$ cat src/hw/rtl/rtae_pkg.sv
// ============================================================================
// rtae_pkg
// Shared constants, codes and types for the route table aging engine.
// ============================================================================
package rtae_pkg;

    // Table geometry
    localparam int TABLE_ENTRIES = 32;
    localparam int HOP_ADDR_BITS = 48;
    localparam int IDX_W         = (TABLE_ENTRIES > 1) ? $clog2(TABLE_ENTRIES) : 1;
    localparam int ISSUE_W       = $clog2(TABLE_ENTRIES + 1);

    // Field widths fixed by the channel format
    localparam int FUNC_W    = 2;
    localparam int KEY_W     = 32;
    localparam int NH_W      = 48;
    localparam int HOPS_W    = 8;
    localparam int SEQ_W     = 16;
    localparam int TIME_W    = 32;
    localparam int STATUS_W  = 3;
    localparam int COUNT_W   = 6;
    localparam int TIMEOUT_W = 16;

    // Configuration port
    localparam int PADDR_W = 3;
    localparam int PDATA_W = 32;
    localparam logic REG_TIMEOUT = 1'b0;   // register index, from paddr[2]
    localparam logic [TIMEOUT_W-1:0] TIMEOUT_RESET = 16'd20;

    // Request codes
    localparam logic [FUNC_W-1:0] FUNC_UPDATE = 2'd0;
    localparam logic [FUNC_W-1:0] FUNC_LOOKUP = 2'd1;
    localparam logic [FUNC_W-1:0] FUNC_AGE    = 2'd2;
    localparam logic [FUNC_W-1:0] FUNC_NONE   = 2'd3;

    // Result status codes
    localparam logic [STATUS_W-1:0] ST_FOUND     = 3'd0;
    localparam logic [STATUS_W-1:0] ST_NOT_FOUND = 3'd1;
    localparam logic [STATUS_W-1:0] ST_REPLACED  = 3'd2;
    localparam logic [STATUS_W-1:0] ST_KEPT      = 3'd3;
    localparam logic [STATUS_W-1:0] ST_INSERTED  = 3'd4;
    localparam logic [STATUS_W-1:0] ST_FULL      = 3'd5;
    localparam logic [STATUS_W-1:0] ST_AGED      = 3'd6;

    // One stored route (key lives in the match unit)
    typedef struct packed {
        logic [HOP_ADDR_BITS-1:0] link_addr;
        logic [HOPS_W-1:0]        hops;
        logic [SEQ_W-1:0]         seq;
        logic [TIME_W-1:0]        stamp;
    } entry_t;

    // Commands into the key match unit
    typedef struct packed {
        logic             cmp;    // register match and free vectors
        logic             wr;     // write key, set valid
        logic             clr;    // clear valid
        logic [IDX_W-1:0] idx;
        logic [KEY_W-1:0] key;
    } km_cmd_t;

    // Search results out of the key match unit
    typedef struct packed {
        logic             hit;
        logic [IDX_W-1:0] hit_idx;
        logic             has_free;
        logic [IDX_W-1:0] free_idx;
    } km_stat_t;

endpackage

$ cat src/hw/rtl/rtae_entry_ram.sv
// ============================================================================
// rtae_entry_ram
// Route payload memory: one write port, one registered read port.
// ============================================================================
module rtae_entry_ram (
    input  logic                       clk,
    input  logic                       wr_en,
    input  logic [rtae_pkg::IDX_W-1:0] wr_addr,
    input  rtae_pkg::entry_t           wr_data,
    input  logic                       rd_en,
    input  logic [rtae_pkg::IDX_W-1:0] rd_addr,
    output rtae_pkg::entry_t           rd_data
);
    import rtae_pkg::*;

    entry_t mem [TABLE_ENTRIES];
    entry_t rd_data_reg;

    always_ff @(posedge clk)
    begin
        if (wr_en)
        begin
            mem[wr_addr] <= wr_data;
        end
    end

    // read data held until the next read
    always_ff @(posedge clk)
    begin
        if (rd_en)
        begin
            rd_data_reg <= mem[rd_addr];
        end
    end

    assign rd_data = rd_data_reg;

endmodule

$ cat config.mk
export PLATFORM = sky130hd
export DESIGN_NAME = rtae_entry_ram
export DESIGN_NICKNAME = d
export VERILOG_FILES = /design/src/hw/rtl/rtae_pkg.sv /design/src/hw/rtl/rtae_entry_ram.sv
export SDC_FILE = /design/constraint.sdc
export NUM_CORES = 2
export LEC_CHECK = 0
export CAP_MARGIN = 20
export CELL_PAD_IN_SITES_DETAIL_PLACEMENT = 1
export CELL_PAD_IN_SITES_GLOBAL_PLACEMENT = 2
export CORE_MARGIN = 4
export CORE_UTILIZATION = 55
export CTS_CLUSTER_DIAMETER = 30
export DETAILED_ROUTE_END_ITERATION = 8
export DONT_BUFFER_PORTS = 1
export HOLD_SLACK_MARGIN = 0.03
export PLACE_DENSITY_LB_ADDON = 0.15
export SLEW_MARGIN = 25
export SYNTH_ARGS = -nofsm -noshare
export SYNTH_HDL_FRONTEND = slang
export SYNTH_SLANG_ARGS = --single-unit
$ cat constraint.sdc
create_clock -name clk -period 13.5 [get_ports clk]
set_input_delay 2.7 -clock clk [delete_from_list [all_inputs] [get_ports clk]]
set_output_delay 2.7 -clock clk [all_outputs]
set_load 0.05 [all_outputs]
==> qor.csv <==
metric;value;unit
status;finished, final reports clean;
CP max FO;178;
max incr delay on CP;850;ps
IO Pins;221;
setup bufs post-CTS;0;
vias per cell;6.56;
grt met2 use;50.1;%
internal power;0.0220;W
# resized after CTS;0;
Placeable Area;233000;um2
share of the synthesized area in the top cell type;79.6;%
f_max;155;MHz
area leader, netlist;edfxtp_1;
Synth-to-Final Area Change;18.7;%
HPWL after DPL;167000;um
Port-buffer cells;0;
total track usage;30.2;%
gr ovfl total;0;
Levels on crit path;8;
Largest delay share family, worst path;buffers and inverters;
post-layout net count;6556;
DRC Markers;0;
Hold Path Class;reg -> reg;
Leakage;51.0;nW
M1 GR Usage;40.9;%
net switching fraction of the power;21.0;%
number of flip-flops in the largest register;3328;
Synth Instances;6040;
period utilization;47.9;%
layout cells sized above 1;22.5;%
routability cong.;0.726;
H-tree Lvls;6;
global-route wire length before repair;524000;um
Reg2Reg Depth;4;
WL final;366000;um
Inserted Clock Buffers;613;
switching power;0.00586;W
placed instance count;8949;
Worst EP required;14190;ps
Vias;66000;
RSZ-0062 raised after global routing;false;
vias in the first global route;71100;
syn_nets;6157;
Logic pwr share;2.8;%
largest net degree at the start of global routing;862;
YS warnings;0;
Clock Latency Late Sink;980;ps
initial core utilization;55.5;%
number of max-cap violations;0;
worst setup margin;7040;ps
initial antenna violation count;3;
sequential area share after synthesis;79.6;%
CTS root buf;clkbuf_16;
Die Ht;493;um
CP Capture Type;flip-flop;
Final Hold Vio Count;0;
Clock Tree Buf Depth;4;
crit path max-delay cell type;buf_16;
CTS hold repair buffers;0;
Synth Cell Area;129000;um2
setup violators final;0;
Yosys cell types;29;
top post-synthesis cells by area;edfxtp_1, mux4_2, mux2i_1;
DRT Pass-1 Iters;6;
wire per inst;36.4;um
pwr dens;181;nW/um2
CP Data Arrival Time;7150;ps
worst path bufs/invs;4;
GR Util met3;5.83;%
synthesized flop and latch total;3432;
max-slew violations;0;
Starting DRT DRC Count;7975;
worst setup path class;in -> reg;
most frequent cell on the critical path;buf_16;
CP cell instances;buf_16 -> buf_16 -> buf_16 -> buf_16 -> mux4_2 -> a22o_1 -> a31oi_1 -> nand3_1;
DP Worst Slack;6520;ps
Rel. slew slack;14.5;%
Die X;493;um
Mapped Avg Cell Area;21.4;um2
setup TNS;0;ps
Tightest Pin Transition;1280;ps
Most Crowded Layer GR;met2;
share of power burned in registers;43.4;%
ANT nets after route;0;
clock slew at reported path FFs;40;ps
die area;243000;um2
clock sink count;3432;
Setup Skew;43.0;ps
Hold Crit Depth;4;
Worst Setup Start Kind;input pin;
Peak VDD IR;0.136;mV
final non-filler cell total;10100;
TritonCTS clock tree;done;
clock power share;53.8;%
crit path time final;6460;ps
num rows;177;
[cell usage after synthesis]
cell / number
buf_1: 16
nor2b_1: 19
mux2i_1: 804
mux4_2: 430
clkbuf_2: 1
a22o_1: 56
nand4_1: 48
nor2_1: 39
clkbuf_1: 126
nor3_2: 1
edfxtp_1: 3432
buf_6: 16
buf_4: 56
a2bb2oi_1: 14
and3_1: 2
nor3_1: 2
and3b_1: 1
buf_2: 132
a22oi_1: 540
or3b_2: 2
and2_1: 11
and2b_1: 1
and2_0: 2
nand3b_1: 5
nand2_1: 16
nor2_2: 1
a31oi_1: 56
or3_1: 1
nand3_1: 210
[worst min-delay path, stage by stage, from the launching register on]
cell,delay [ps]
edfxtp_1,310
mux2i_1,70
nand2_1,70
nand3_1,70
nand4_1,80
[worst paths after layout]
path / from / to / slack (ps)
worst max-delay path: rd_addr[2] / rd_data[95] / 7040
worst min-delay path: mem[5][86] / rd_data[86] / 710
worst max register to register: mem[30][84] / rd_data[84] / 11540
worst min register to register: mem[5][86] / rd_data[86] / 710
[power groups by stage]
stage          clock (W)  sequential [W]  combinational (W)
2_1_floorplan          0          0.0123           0.000552
3_3_place_gp           0          0.0123           0.000699
3_5_place_dp           0          0.0123           0.000713
4_1_cts           0.0151          0.0121           0.000727
5_1_grt           0.0158          0.0121           0.000829
6_report          0.0150          0.0121           0.000787
[cell type report]
cell class / count / area (um2)
timing repair buffer: 131 / 1520
clock inverter: 402 / 4310
fill: 18400 / 79700
multi-input combinational: 2261 / 25000
tap: 3132 / 3920
clock buffer: 691 / 15900
antenna: 6 / 15.0
sequential: 3432 / 103000
[layout by cell type, fill, tap and decap left out, drive strengths merged, types with 13 or more instances in the layout]
cell type and count:
edfxtp 3432, a22oi 540, clkinvlp 64, a22o 56, a2bb2oi 14, inv 37
nor2 40, a31oi 56, clkbuf 691, nor2b 19, buf 131, clkinv 232
mux4 430, nand2 16, bufinv 69, nand4 48, and2 13, mux2i 804
nand3 210
[metrics by stage]
stage               power [W]  util (%)  area (um2)  hold slack (ps)
floorplan              0.0128         -      129000              652
global placement       0.0130      57.0      133000              689
detailed placement     0.0130      57.1      133000              706
CTS                    0.0280      65.7      153000              731
global route           0.0287      65.8      154000              779
finish                 0.0279      65.8      154000              714
[metal layers]
metal  up-vias  part of all wire [%]
met2      3245                    50
met1     35600                    39
met5         -                     0
met3       601                   7.8
li1      26500                     -
met4         0                   2.9
[kinds of logic after synthesis]
family / count (synthesis) / synth area share (%)
buffers and inverters: 347 / 1.39
AO/OA/AOI/OAI: 666 / 3.87
multiplexers: 1234 / 13.7
AND/OR/NAND/NOR: 361 / 1.45
flip-flops: 3432 / 79.6
(Power assumes the default switching activity.)
