File: src/hw/rtl/rtae_pkg.sv
// ============================================================================
// rtae_pkg
// Shared constants, codes and types for the route table aging engine.
// ============================================================================
package rtae_pkg;

    // Table geometry
    localparam int TABLE_ENTRIES = 32;
    localparam int HOP_ADDR_BITS = 48;
    localparam int IDX_W         = (TABLE_ENTRIES > 1) ? $clog2(TABLE_ENTRIES) : 1;
    localparam int ISSUE_W       = $clog2(TABLE_ENTRIES + 1);

    // Field widths fixed by the channel format
    localparam int FUNC_W    = 2;
    localparam int KEY_W     = 32;
    localparam int NH_W      = 48;
    localparam int HOPS_W    = 8;
    localparam int SEQ_W     = 16;
    localparam int TIME_W    = 32;
    localparam int STATUS_W  = 3;
    localparam int COUNT_W   = 6;
    localparam int TIMEOUT_W = 16;

    // Configuration port
    localparam int PADDR_W = 3;
    localparam int PDATA_W = 32;
    localparam logic REG_TIMEOUT = 1'b0;   // register index, from paddr[2]
    localparam logic [TIMEOUT_W-1:0] TIMEOUT_RESET = 16'd20;

    // Request codes
    localparam logic [FUNC_W-1:0] FUNC_UPDATE = 2'd0;
    localparam logic [FUNC_W-1:0] FUNC_LOOKUP = 2'd1;
    localparam logic [FUNC_W-1:0] FUNC_AGE    = 2'd2;
    localparam logic [FUNC_W-1:0] FUNC_NONE   = 2'd3;

    // Result status codes
    localparam logic [STATUS_W-1:0] ST_FOUND     = 3'd0;
    localparam logic [STATUS_W-1:0] ST_NOT_FOUND = 3'd1;
    localparam logic [STATUS_W-1:0] ST_REPLACED  = 3'd2;
    localparam logic [STATUS_W-1:0] ST_KEPT      = 3'd3;
    localparam logic [STATUS_W-1:0] ST_INSERTED  = 3'd4;
    localparam logic [STATUS_W-1:0] ST_FULL      = 3'd5;
    localparam logic [STATUS_W-1:0] ST_AGED      = 3'd6;

    // One stored route (key lives in the match unit)
    typedef struct packed {
        logic [HOP_ADDR_BITS-1:0] link_addr;
        logic [HOPS_W-1:0]        hops;
        logic [SEQ_W-1:0]         seq;
        logic [TIME_W-1:0]        stamp;
    } entry_t;

    // Commands into the key match unit
    typedef struct packed {
        logic             cmp;    // register match and free vectors
        logic             wr;     // write key, set valid
        logic             clr;    // clear valid
        logic [IDX_W-1:0] idx;
        logic [KEY_W-1:0] key;
    } km_cmd_t;

    // Search results out of the key match unit
    typedef struct packed {
        logic             hit;
        logic [IDX_W-1:0] hit_idx;
        logic             has_free;
        logic [IDX_W-1:0] free_idx;
    } km_stat_t;

endpackage

File: src/hw/rtl/rtae_cfg.sv
// ============================================================================
// rtae_cfg
// APB register block holding the aging timeout.
// ============================================================================
module rtae_cfg (
    input  logic                           clk,
    input  logic                           rst_n,
    input  logic                           psel,
    input  logic                           penable,
    input  logic                           pwrite,
    input  logic [rtae_pkg::PADDR_W-1:0]   paddr,
    input  logic [rtae_pkg::PDATA_W-1:0]   pwdata,
    output logic [rtae_pkg::PDATA_W-1:0]   prdata,
    output logic                           pready,
    output logic [rtae_pkg::TIMEOUT_W-1:0] timeout
);
    import rtae_pkg::*;

    logic [TIMEOUT_W-1:0] timeout_reg;
    logic [TIMEOUT_W-1:0] timeout_next;
    logic                 sel_timeout;

    // register index is paddr[2]; low bits are the byte offset
    assign sel_timeout = (paddr[2] == REG_TIMEOUT);

    always_comb
    begin
        timeout_next = timeout_reg;
        if (psel && penable && pwrite && sel_timeout)
        begin
            timeout_next = pwdata[TIMEOUT_W-1:0];
        end
    end

    always_ff @(posedge clk or negedge rst_n)
    begin
        if (!rst_n)
        begin
            timeout_reg <= TIMEOUT_RESET;
        end
        else
        begin
            timeout_reg <= timeout_next;
        end
    end

    // read back; unmapped addresses read zero
    assign prdata  = sel_timeout ? PDATA_W'(timeout_reg) : '0;
    assign pready  = 1'b1;
    assign timeout = timeout_reg;

endmodule

File: config.mk
export PLATFORM = sky130hd
export DESIGN_NAME = rtae_cfg
export DESIGN_NICKNAME = d
export VERILOG_FILES = /design/src/hw/rtl/rtae_pkg.sv /design/src/hw/rtl/rtae_cfg.sv
export SDC_FILE = /design/constraint.sdc
export NUM_CORES = 1
export LEC_CHECK = 0
export ABC_CLOCK_PERIOD_IN_PS = 800
export BUFFER_PORTS_ARGS = -buffer_cell sky130_fd_sc_hd__buf_2
export CORE_MARGIN = 2
export CORE_UTILIZATION = 25
export DETAILED_ROUTE_END_ITERATION = 10
export GPL_ROUTABILITY_DRIVEN = 0
export PLACE_DENSITY = 0.6
export SLEW_MARGIN = 10
export SYNTH_ARGS = -nofsm -noshare
export SYNTH_HDL_FRONTEND = slang
export SYNTH_SLANG_ARGS = --single-unit
File: constraint.sdc
create_clock -name clk -period 0.8 [get_ports clk]
set_input_delay 0.08 -clock clk [delete_from_list [all_inputs] [get_ports clk]]
set_output_delay 0.08 -clock clk [all_outputs]
set_load 0.005 [all_outputs]
==> out/qor.yml <==
yosys.area.top_type: "dfrtp_1"
fin_crit_sh: 1.41
synth_seq_area_share: 0.447
cp_num_buf_inv: 1
yosys-top-cells-count: "buf_4 (17), dfrtp_1 (14), mux2_4 (10), nor2b_1 (10)"
clockBufferDepth: 2
grt_pass1_wl_um: 2960
fillers: 345
largest_register_ffs: 16
nets: 175
vias_per_cell: 3.69
cp_top_family: "flip-flops"
max_freq_ghz: 0.884
die_area_um2: 4100
rows: 21
clock_latency_ns: 0.28
cp_max_fo: 3
min_period_ns: 1.13
ir_drop_v: 0.000557
grt_antenna_before_repair: 0
wire_per_inst_um: 10.5
fin_util: 0.388
cts_tree: "yes"
drt_wl_total_um: 1880
num_vias: 664
setup_slack_ns: -0.331
cpPeakStageDelay_ns: 0.55
crit_chain: "nor2b_1, buf_2"
diodes: 0
synth_cell_types: 11
critPathKind: "reg2out"
crit_path_start_kind: "register"
drive_gt1_frac: 0.634
io_pins: 89
clock_skew_ns: 0
numCtsBuffers: 3
rsz0062_at_grt: "true"
violations: "setup timing"
p_sw_frac: 0.262
grt_pass1_vias: 628
p_per_area_nw_per_um2: 1970
ys_seq_elements: 16
p_int_uw: 1910
p_sw_uw: 678
start_util: 0.266
antenna_left: 0
portBuffers: 53
power_leakage_uw: 0.000760
hold_path_class: "in2reg"
setup_viol: 38
detail_route.first_pass.iterations: 4
core-area_um2: 3390
synth_area_leaders: "dfrtp_1 (39%), mux2_4 (17%), buf_4 (14%)"
clockPowerShare: 0.205
drc: 0
dp_hpwl_um: 1440
synth_cells: 70
cap_violations: 0
drt_iter0_markers: 4
cts.sinks: 16
p_seq_frac: 0.436
grt_max_degree: 17
synth_top_area_frac: 0.388
grtUsageTotal: 0.0943
synth_ff_type: "dfrtp_1"
avgSynthCellArea_um2: 12.9
synthArstFlopShare: 1.00
area_growth_pct: 45.9
design_area_um2: 1320
synth_area_um2: 902
yosysWarnings: 0
clk_pin_slew_ns: 0.10
clock-root-buffer: "clkbuf_4"
required_ns: 0.72
die_w_um: 64.1
synth.most_common_cell: "buf_4"
die_h_um: 64.1
htreeDepth: 1
slew_viol_final: 0
crit_arrival_ns: 1.05
endpoint_kind: "output port"
grt_overflow: 0
slowest_stage: "dfstp_2"
status: "finished, violations left"
pwr-share-comb: 0.360
hold_viol_final: 0
place_area_um2: 1190
synth_edf_count: 0
worst paths after layout:
| kind | startpoint | to | slack, ns | cells past startpoint |
|---|---|---|---|---|
| max in group asynchronous | rst_n | timeout[4]$_DFFE_PN1P_ | 0.25 | 2 |
| min reg2reg | timeout[12]$_DFFE_PN0P_ | timeout[12]$_DFFE_PN0P_ | 0.53 | 1 |
| min | pwdata[0] | timeout[0]$_DFFE_PN0P_ | 0.02 | 2 |
| max | timeout[4]$_DFFE_PN1P_ | prdata[4] | -0.33 | 2 |
| min in group asynchronous | rst_n | timeout[13]$_DFFE_PN0P_ | 0.24 | 2 |
| max reg2reg | timeout[0]$_DFFE_PN0P_ | timeout[0]$_DFFE_PN0P_ | -0.08 | 2 |
final cells by class:
cell class / count / area, µm² / share of cell area
repair buffers: 64 / 403 / 0.306
well taps: 46 / 57.6 / 0.0437
multi-input cells: 50 / 417 / 0.317
clock buffers: 4 / 36.3 / 0.0276
flip-flops and latches: 16 / 403 / 0.306
cell usage in the layout, fill, tap and decap left out:
master         synthesis  layout
nor2b_1               10      10
buf_4                 17       2
dfstp_2                2       2
conb_1                 2      17
clkbuf_4               0       3
buf_2                  0      52
and2b_1                6       6
dfrtp_1               14      14
mux2_2                 6       5
clkbuf_8               0       1
buf_12                 0       2
nand4b_4               1       1
dlygate4sd3_1          0       2
mux2_4                10      11
buf_6                  1       6
stage by stage:
stage	hold slack, ns	cells	TNS, ns	setup slack (ns)	power, µW
2_1_floorplan	-0.216	85	-0.730	-0.0813	1570
3_3_place_gp	0.00594	168	-2.53	-0.179	1900
3_5_place_dp	0.0213	168	-2.65	-0.187	1920
4_1_cts	0.00815	178	-6.33	-0.352	2570
5_1_grt	0.00174	180	-7.92	-0.411	2770
6_report	0.0217	180	-5.97	-0.331	2590
per-layer routing:
metal | track usage | share of wire | routed length [µm]
met1 | 0.116 | 0.42 | 794
met2 | 0.148 | 0.45 | 840
met3 | 0.0335 | 0.13 | 238
met4 | 0.0408 | 0.0043 | 8
met5 | 0 | 0 | 0
power by group through the flow:
stage          sequential (µW)  clock (µW)  combinational [µW]
2_1_floorplan             1140           0                 428
3_3_place_gp              1130           0                 768
3_5_place_dp              1140           0                 776
4_1_cts                   1120         555                 889
5_1_grt                   1160         604                1010
6_report                  1130         529                 931
logic make-up (layout without fill, tap and decap cells):
kind of cell	count (synthesis)	count (layout)	share of synthesized area
DFF	16	16	0.447
muxes	16	16	0.241
other	2	17	0.00832
buffers and inverters	19	68	0.158
and+or+nand+nor	17	17	0.146
repair_timing:
| item | in CTS | in global routing |
|---|---|---|
| gates resized for setup | 2 | 5 |
| hold buffers | 1 | 1 |
| setup buffers | 5 | 3 |
| hold endpoints to repair | 15 | 1 |
| endpoints found under the setup margin | 32 | 39 |
Note: power is estimated with default switching activity, not from simulation.
