===== src/hw/rtl/rtae_pkg.sv =====
// ============================================================================
// rtae_pkg
// Shared constants, codes and types for the route table aging engine.
// ============================================================================
package rtae_pkg;

    // Table geometry
    localparam int TABLE_ENTRIES = 32;
    localparam int HOP_ADDR_BITS = 48;
    localparam int IDX_W         = (TABLE_ENTRIES > 1) ? $clog2(TABLE_ENTRIES) : 1;
    localparam int ISSUE_W       = $clog2(TABLE_ENTRIES + 1);

    // Field widths fixed by the channel format
    localparam int FUNC_W    = 2;
    localparam int KEY_W     = 32;
    localparam int NH_W      = 48;
    localparam int HOPS_W    = 8;
    localparam int SEQ_W     = 16;
    localparam int TIME_W    = 32;
    localparam int STATUS_W  = 3;
    localparam int COUNT_W   = 6;
    localparam int TIMEOUT_W = 16;

    // Configuration port
    localparam int PADDR_W = 3;
    localparam int PDATA_W = 32;
    localparam logic REG_TIMEOUT = 1'b0;   // register index, from paddr[2]
    localparam logic [TIMEOUT_W-1:0] TIMEOUT_RESET = 16'd20;

    // Request codes
    localparam logic [FUNC_W-1:0] FUNC_UPDATE = 2'd0;
    localparam logic [FUNC_W-1:0] FUNC_LOOKUP = 2'd1;
    localparam logic [FUNC_W-1:0] FUNC_AGE    = 2'd2;
    localparam logic [FUNC_W-1:0] FUNC_NONE   = 2'd3;

    // Result status codes
    localparam logic [STATUS_W-1:0] ST_FOUND     = 3'd0;
    localparam logic [STATUS_W-1:0] ST_NOT_FOUND = 3'd1;
    localparam logic [STATUS_W-1:0] ST_REPLACED  = 3'd2;
    localparam logic [STATUS_W-1:0] ST_KEPT      = 3'd3;
    localparam logic [STATUS_W-1:0] ST_INSERTED  = 3'd4;
    localparam logic [STATUS_W-1:0] ST_FULL      = 3'd5;
    localparam logic [STATUS_W-1:0] ST_AGED      = 3'd6;

    // One stored route (key lives in the match unit)
    typedef struct packed {
        logic [HOP_ADDR_BITS-1:0] link_addr;
        logic [HOPS_W-1:0]        hops;
        logic [SEQ_W-1:0]         seq;
        logic [TIME_W-1:0]        stamp;
    } entry_t;

    // Commands into the key match unit
    typedef struct packed {
        logic             cmp;    // register match and free vectors
        logic             wr;     // write key, set valid
        logic             clr;    // clear valid
        logic [IDX_W-1:0] idx;
        logic [KEY_W-1:0] key;
    } km_cmd_t;

    // Search results out of the key match unit
    typedef struct packed {
        logic             hit;
        logic [IDX_W-1:0] hit_idx;
        logic             has_free;
        logic [IDX_W-1:0] free_idx;
    } km_stat_t;

endpackage


===== src/hw/rtl/rtae_key_match.sv =====
// ============================================================================
// rtae_key_match
// Destination keys and valid bits in flops; registered parallel compare
// followed by priority encoding of the hit and the lowest free slot.
// ============================================================================
module rtae_key_match (
    input  logic                               clk,
    input  logic                               rst_n,
    input  rtae_pkg::km_cmd_t                  cmd,
    output rtae_pkg::km_stat_t                 stat,
    output logic [rtae_pkg::TABLE_ENTRIES-1:0] valid
);
    import rtae_pkg::*;

    logic [KEY_W-1:0]         key_reg [TABLE_ENTRIES];
    logic [TABLE_ENTRIES-1:0] valid_reg;
    logic [TABLE_ENTRIES-1:0] valid_next;
    logic [TABLE_ENTRIES-1:0] match_reg;
    logic [TABLE_ENTRIES-1:0] match_next;
    logic [TABLE_ENTRIES-1:0] free_reg;
    logic [TABLE_ENTRIES-1:0] free_next;

    // valid bit updates
    always_comb
    begin
        valid_next = valid_reg;
        if (cmd.wr)
        begin
            valid_next[cmd.idx] = 1'b1;
        end
        if (cmd.clr)
        begin
            valid_next[cmd.idx] = 1'b0;
        end
    end

    // compare every valid key against the request key
    always_comb
    begin
        match_next = match_reg;
        free_next  = free_reg;
        if (cmd.cmp)
        begin
            for (int i = 0; i < TABLE_ENTRIES; i++)
            begin
                match_next[i] = valid_reg[i] && (key_reg[i] == cmd.key);
            end
            free_next = ~valid_reg;
        end
    end

    always_ff @(posedge clk or negedge rst_n)
    begin
        if (!rst_n)
        begin
            valid_reg <= '0;
            match_reg <= '0;
            free_reg  <= '0;
        end
        else
        begin
            valid_reg <= valid_next;
            match_reg <= match_next;
            free_reg  <= free_next;
        end
    end

    // key storage, no reset
    always_ff @(posedge clk)
    begin
        if (cmd.wr)
        begin
            key_reg[cmd.idx] <= cmd.key;
        end
    end

    // lowest-index hit and lowest-index free slot
    always_comb
    begin
        stat = '0;
        for (int i = TABLE_ENTRIES - 1; i >= 0; i--)
        begin
            if (match_reg[i])
            begin
                stat.hit     = 1'b1;
                stat.hit_idx = IDX_W'(i);
            end
            if (free_reg[i])
            begin
                stat.has_free = 1'b1;
                stat.free_idx = IDX_W'(i);
            end
        end
    end

    assign valid = valid_reg;

endmodule

===== config.mk =====
export PLATFORM = sky130hd
export DESIGN_NAME = rtae_key_match
export DESIGN_NICKNAME = d
export VERILOG_FILES = /design/src/hw/rtl/rtae_pkg.sv /design/src/hw/rtl/rtae_key_match.sv
export SDC_FILE = /design/constraint.sdc
export NUM_CORES = 2
export LEC_CHECK = 0
export BUFFER_PORTS_ARGS = -buffer_cell sky130_fd_sc_hd__buf_2
export CORE_MARGIN = 2
export CORE_UTILIZATION = 40
export CTS_CLUSTER_DIAMETER = 200
export DETAILED_ROUTE_END_ITERATION = 10
export GPL_TIMING_DRIVEN = 1
export PLACE_DENSITY = 0.6
export RECOVER_POWER = 50
export SYNTH_ARGS = -nofsm -noshare
export SYNTH_HDL_FRONTEND = slang
export SYNTH_SLANG_ARGS = --single-unit

===== constraint.sdc =====
create_clock -name clk -period 3.41 [get_ports clk]
set_clock_uncertainty 0.2 [all_clocks]
set_input_delay 0.5115 -clock clk [delete_from_list [all_inputs] [get_ports clk]]
set_output_delay 0.5115 -clock clk [all_outputs]
set_load 0.02 [all_outputs]

==> impl_metrics.tcl <==
set metrics [dict create \
    cp_max_fo 4 \
    cp.arrival_ns 2.57 \
    drt-total-wl_mm 127 \
    post_cts_buffers 0 \
    synth-main-ff-cell "edfxtp_1" \
    final.setup.tns_ns 0 \
    hold_path_depth 3 \
    die_area_sq_mm 0.122 \
    synth_cells 3009 \
    final_nets 3339 \
    dp_hpwl_mm 81.7 \
    maxSlewViolCount 319 \
    grt_antenna_before_repair 11 \
    die_h_microns 349 \
    synth_fp_nets 3051 \
    crit_start "match_reg[31]" \
    r2r_slack_ns 1.30 \
    drt_first_pass_iters 7 \
    peakVddDrop_v 0.000439 \
    yosysTopAreaCellShare 0.647 \
    htreeDepth 3 \
    finalSetupViolations 0 \
    start_util 0.403 \
    path_class "reg -> out" \
    violations "max-capacitance violations, max-slew violations" \
    layout_commonest_cell "edfxtp_1" \
    synthToLayoutAreaGrowth_pct 14.6 \
    netSwitchingPower_mw 7.29 \
    synthArstFlopShare 0.0857 \
    track_usage 0.208 \
    clk_latency_ns 0.73 \
    die_w_microns 349 \
    vias 26000 \
    rsz0062_at_grt "no" \
    drt_iter0_drc 2540 \
    cp-end-kind "output pin" \
    grt_pass1_vias 25200 \
    detail-route-antenna-nets 0 \
    synth_top_area_cell "edfxtp_1" \
    leakage_nw 18.3 \
    hold_violations 0 \
    drv_cap 16 \
    cts_root_buf "clkbuf_16" \
    final_cell_mix "edfxtp_1, xor2_1, nor4_1" \
    hold_path_end "valid[0]" \
    synthAdderAreaFrac 0 \
    power_frac_comb 0.072 \
    dpl_cell_area_sq_mm 0.0511 \
    io_pins 86 \
    p_int_mw 23.4 \
    fmax_mhz 305 \
    yosysSeqAreaShare 0.698 \
    post-route-drc-count 0 \
    fin_area_sq_mm 0.0544 \
    synth_top_family_by_area "XOR/XNOR gates" \
    pwr-share-clk 0.416 \
    clock-sinks 1120 \
    hold_path_class "in -> reg" \
    synth_compound_area_frac 0.0207 \
    cts.path.max_buffers 3 \
    synth_edf_count 1024 \
    timing.rr.start "key_reg[17][4]" \
    vias_per_cell 5.27 \
    required_ns 2.70 \
    drive_gt1_frac 0.108 \
    synth.area.top_cells "edfxtp_1, xor2_1, dfrtp_1" \
    worst_slew_pin_slew_ns 2.53 \
    overflow 0 \
    io_buffers 85 \
    cts_tree "built" \
    synthSimpleGateAreaFrac 0.0647 \
    synthMuxAreaShare 0 \
    place.gp.congestion 0.861 \
    slew_headroom -0.687 \
    critPathLaunchType "flop" \
    core-area_sq_mm 0.118 \
    largest_reg_flops 1024 \
    numCtsBuffers 116 \
    fin_crit_sh 0.962 \
    pwr-share-seq 0.512 \
    synth_area_sq_mm 0.0475 \
    rr_endpoint "match_reg[17]" \
    holdCritStartpoint "cmd[35]" \
    grt_pass1_wl_mm 182 \
    powerDensity_mw_per_mm2 563 \
    wl_per_cell_microns 25.8 \
    syn_avg_cell_area_sq_um 15.8 \
    fin_crit_ns 3.28 \
    clk_pin_slew_worst_paths_ns 0.06 \
    rows 126 \
    grt_start_max_net_pins 58 \
    synth-xor-area-share 0.188 \
    status "complete, but fails checks" \
    ys_ff_latch 1120 \
    swShare 0.238 \
    yosysWarnings 0 \
    ys_types 43 \
    worstRegToRegCells 4 \
]
how the worst max path moves through the flow:
stage	end	slack (ns)	cells past startpoint
after floorplan	key_reg[8][0]	0.19	4
after global placement	stat[6]	0.34	6
after detailed placement	stat[6]	0.42	6
after CTS	stat[6]	0.02	6
after global routing	match_reg[28]	0.008	8
final	stat[6]	0.13	6
worst max-delay path, cell delays in order (launching register included):
cell,delay [ns]
dfrtp_1,0.39
nor2b_1,0.15
o21bai_1,0.10
a221oi_2,0.46
o221ai_2,0.18
a221oi_2,0.37
buf_4,0.21
cells by family after synthesis:
family / count (synthesis)
flip-flops: 1120
XOR/XNOR: 1020
AND/OR/NAND/NOR: 550
buffers and inverters: 173
AO/OA/AOI/OAI: 146
per-layer routing:
metal  vias up  GRT usage  wire [microns]
met5         -          0              63
met2       824      0.321           57400
met4        10     0.0500            2700
met3       186     0.0380            8100
met1     13400      0.306           58900
li1      11600          -               -
cell type report:
type	count	area, sq um
diodes	2	5.00
well taps	1536	1920
inverters	22	82.6
flip-flops and latches	1120	33200
clock inverters	69	748
repair buffers	321	2270
fillers	10400	63500
multi-input cells	1716	13100
clock buffers	151	3090
repair_timing:
action	4_1_cts	5_1_grt
hold buffers	9	1
resized for setup	5	5
setup endpoints to repair	3	3
hold endpoints to repair	50	1
pin swaps	0	2
cells in the mapped netlist, types with 7 or more instances:
| cell type | n |
|---|---|
| nand3b_1 | 7 |
| o22a_1 | 24 |
| nor4_1 | 212 |
| inv_1 | 22 |
| xnor2_1 | 164 |
| a21oi_1 | 50 |
| buf_2 | 36 |
| xor2_1 | 856 |
| edfxtp_1 | 1024 |
| dfrtp_1 | 96 |
| buf_4 | 20 |
| nand4_1 | 84 |
| clkbuf_1 | 18 |
| buf_6 | 76 |
| o21ai_0 | 9 |
| nand2b_1 | 25 |
| nor3_1 | 51 |
| nor2_1 | 98 |
| nand2_1 | 13 |
| o31ai_1 | 25 |
| o22ai_1 | 7 |
| nand3_1 | 43 |
power groups by stage:
stage          Combinational [mW]  Sequential (mW)  Clock [mW]
2_1_floorplan                1.14             15.9           0
3_3_place_gp                 2.26             16.0           0
3_5_place_dp                 2.29             16.0           0
4_1_cts                      2.31             15.7        13.0
5_1_grt                      2.37             15.7        13.5
6_report                     2.20             15.7        12.8
per-stage QoR:
step	setup WS [ns]	util	power (mW)	instances	hold WS, ns
after floorplan	0.188	-	17.0	3009	0.0159
after detailed placement	0.416	0.433	18.3	4705	0.315
after global routing	0.00803	0.461	31.6	4937	0.0887
final	0.130	0.461	30.7	4937	0.101
after CTS	0.0169	0.467	30.9	4934	0.00275
after global placement	0.336	0.433	18.2	4705	0.295
Power figures use the tool's default switching activity.
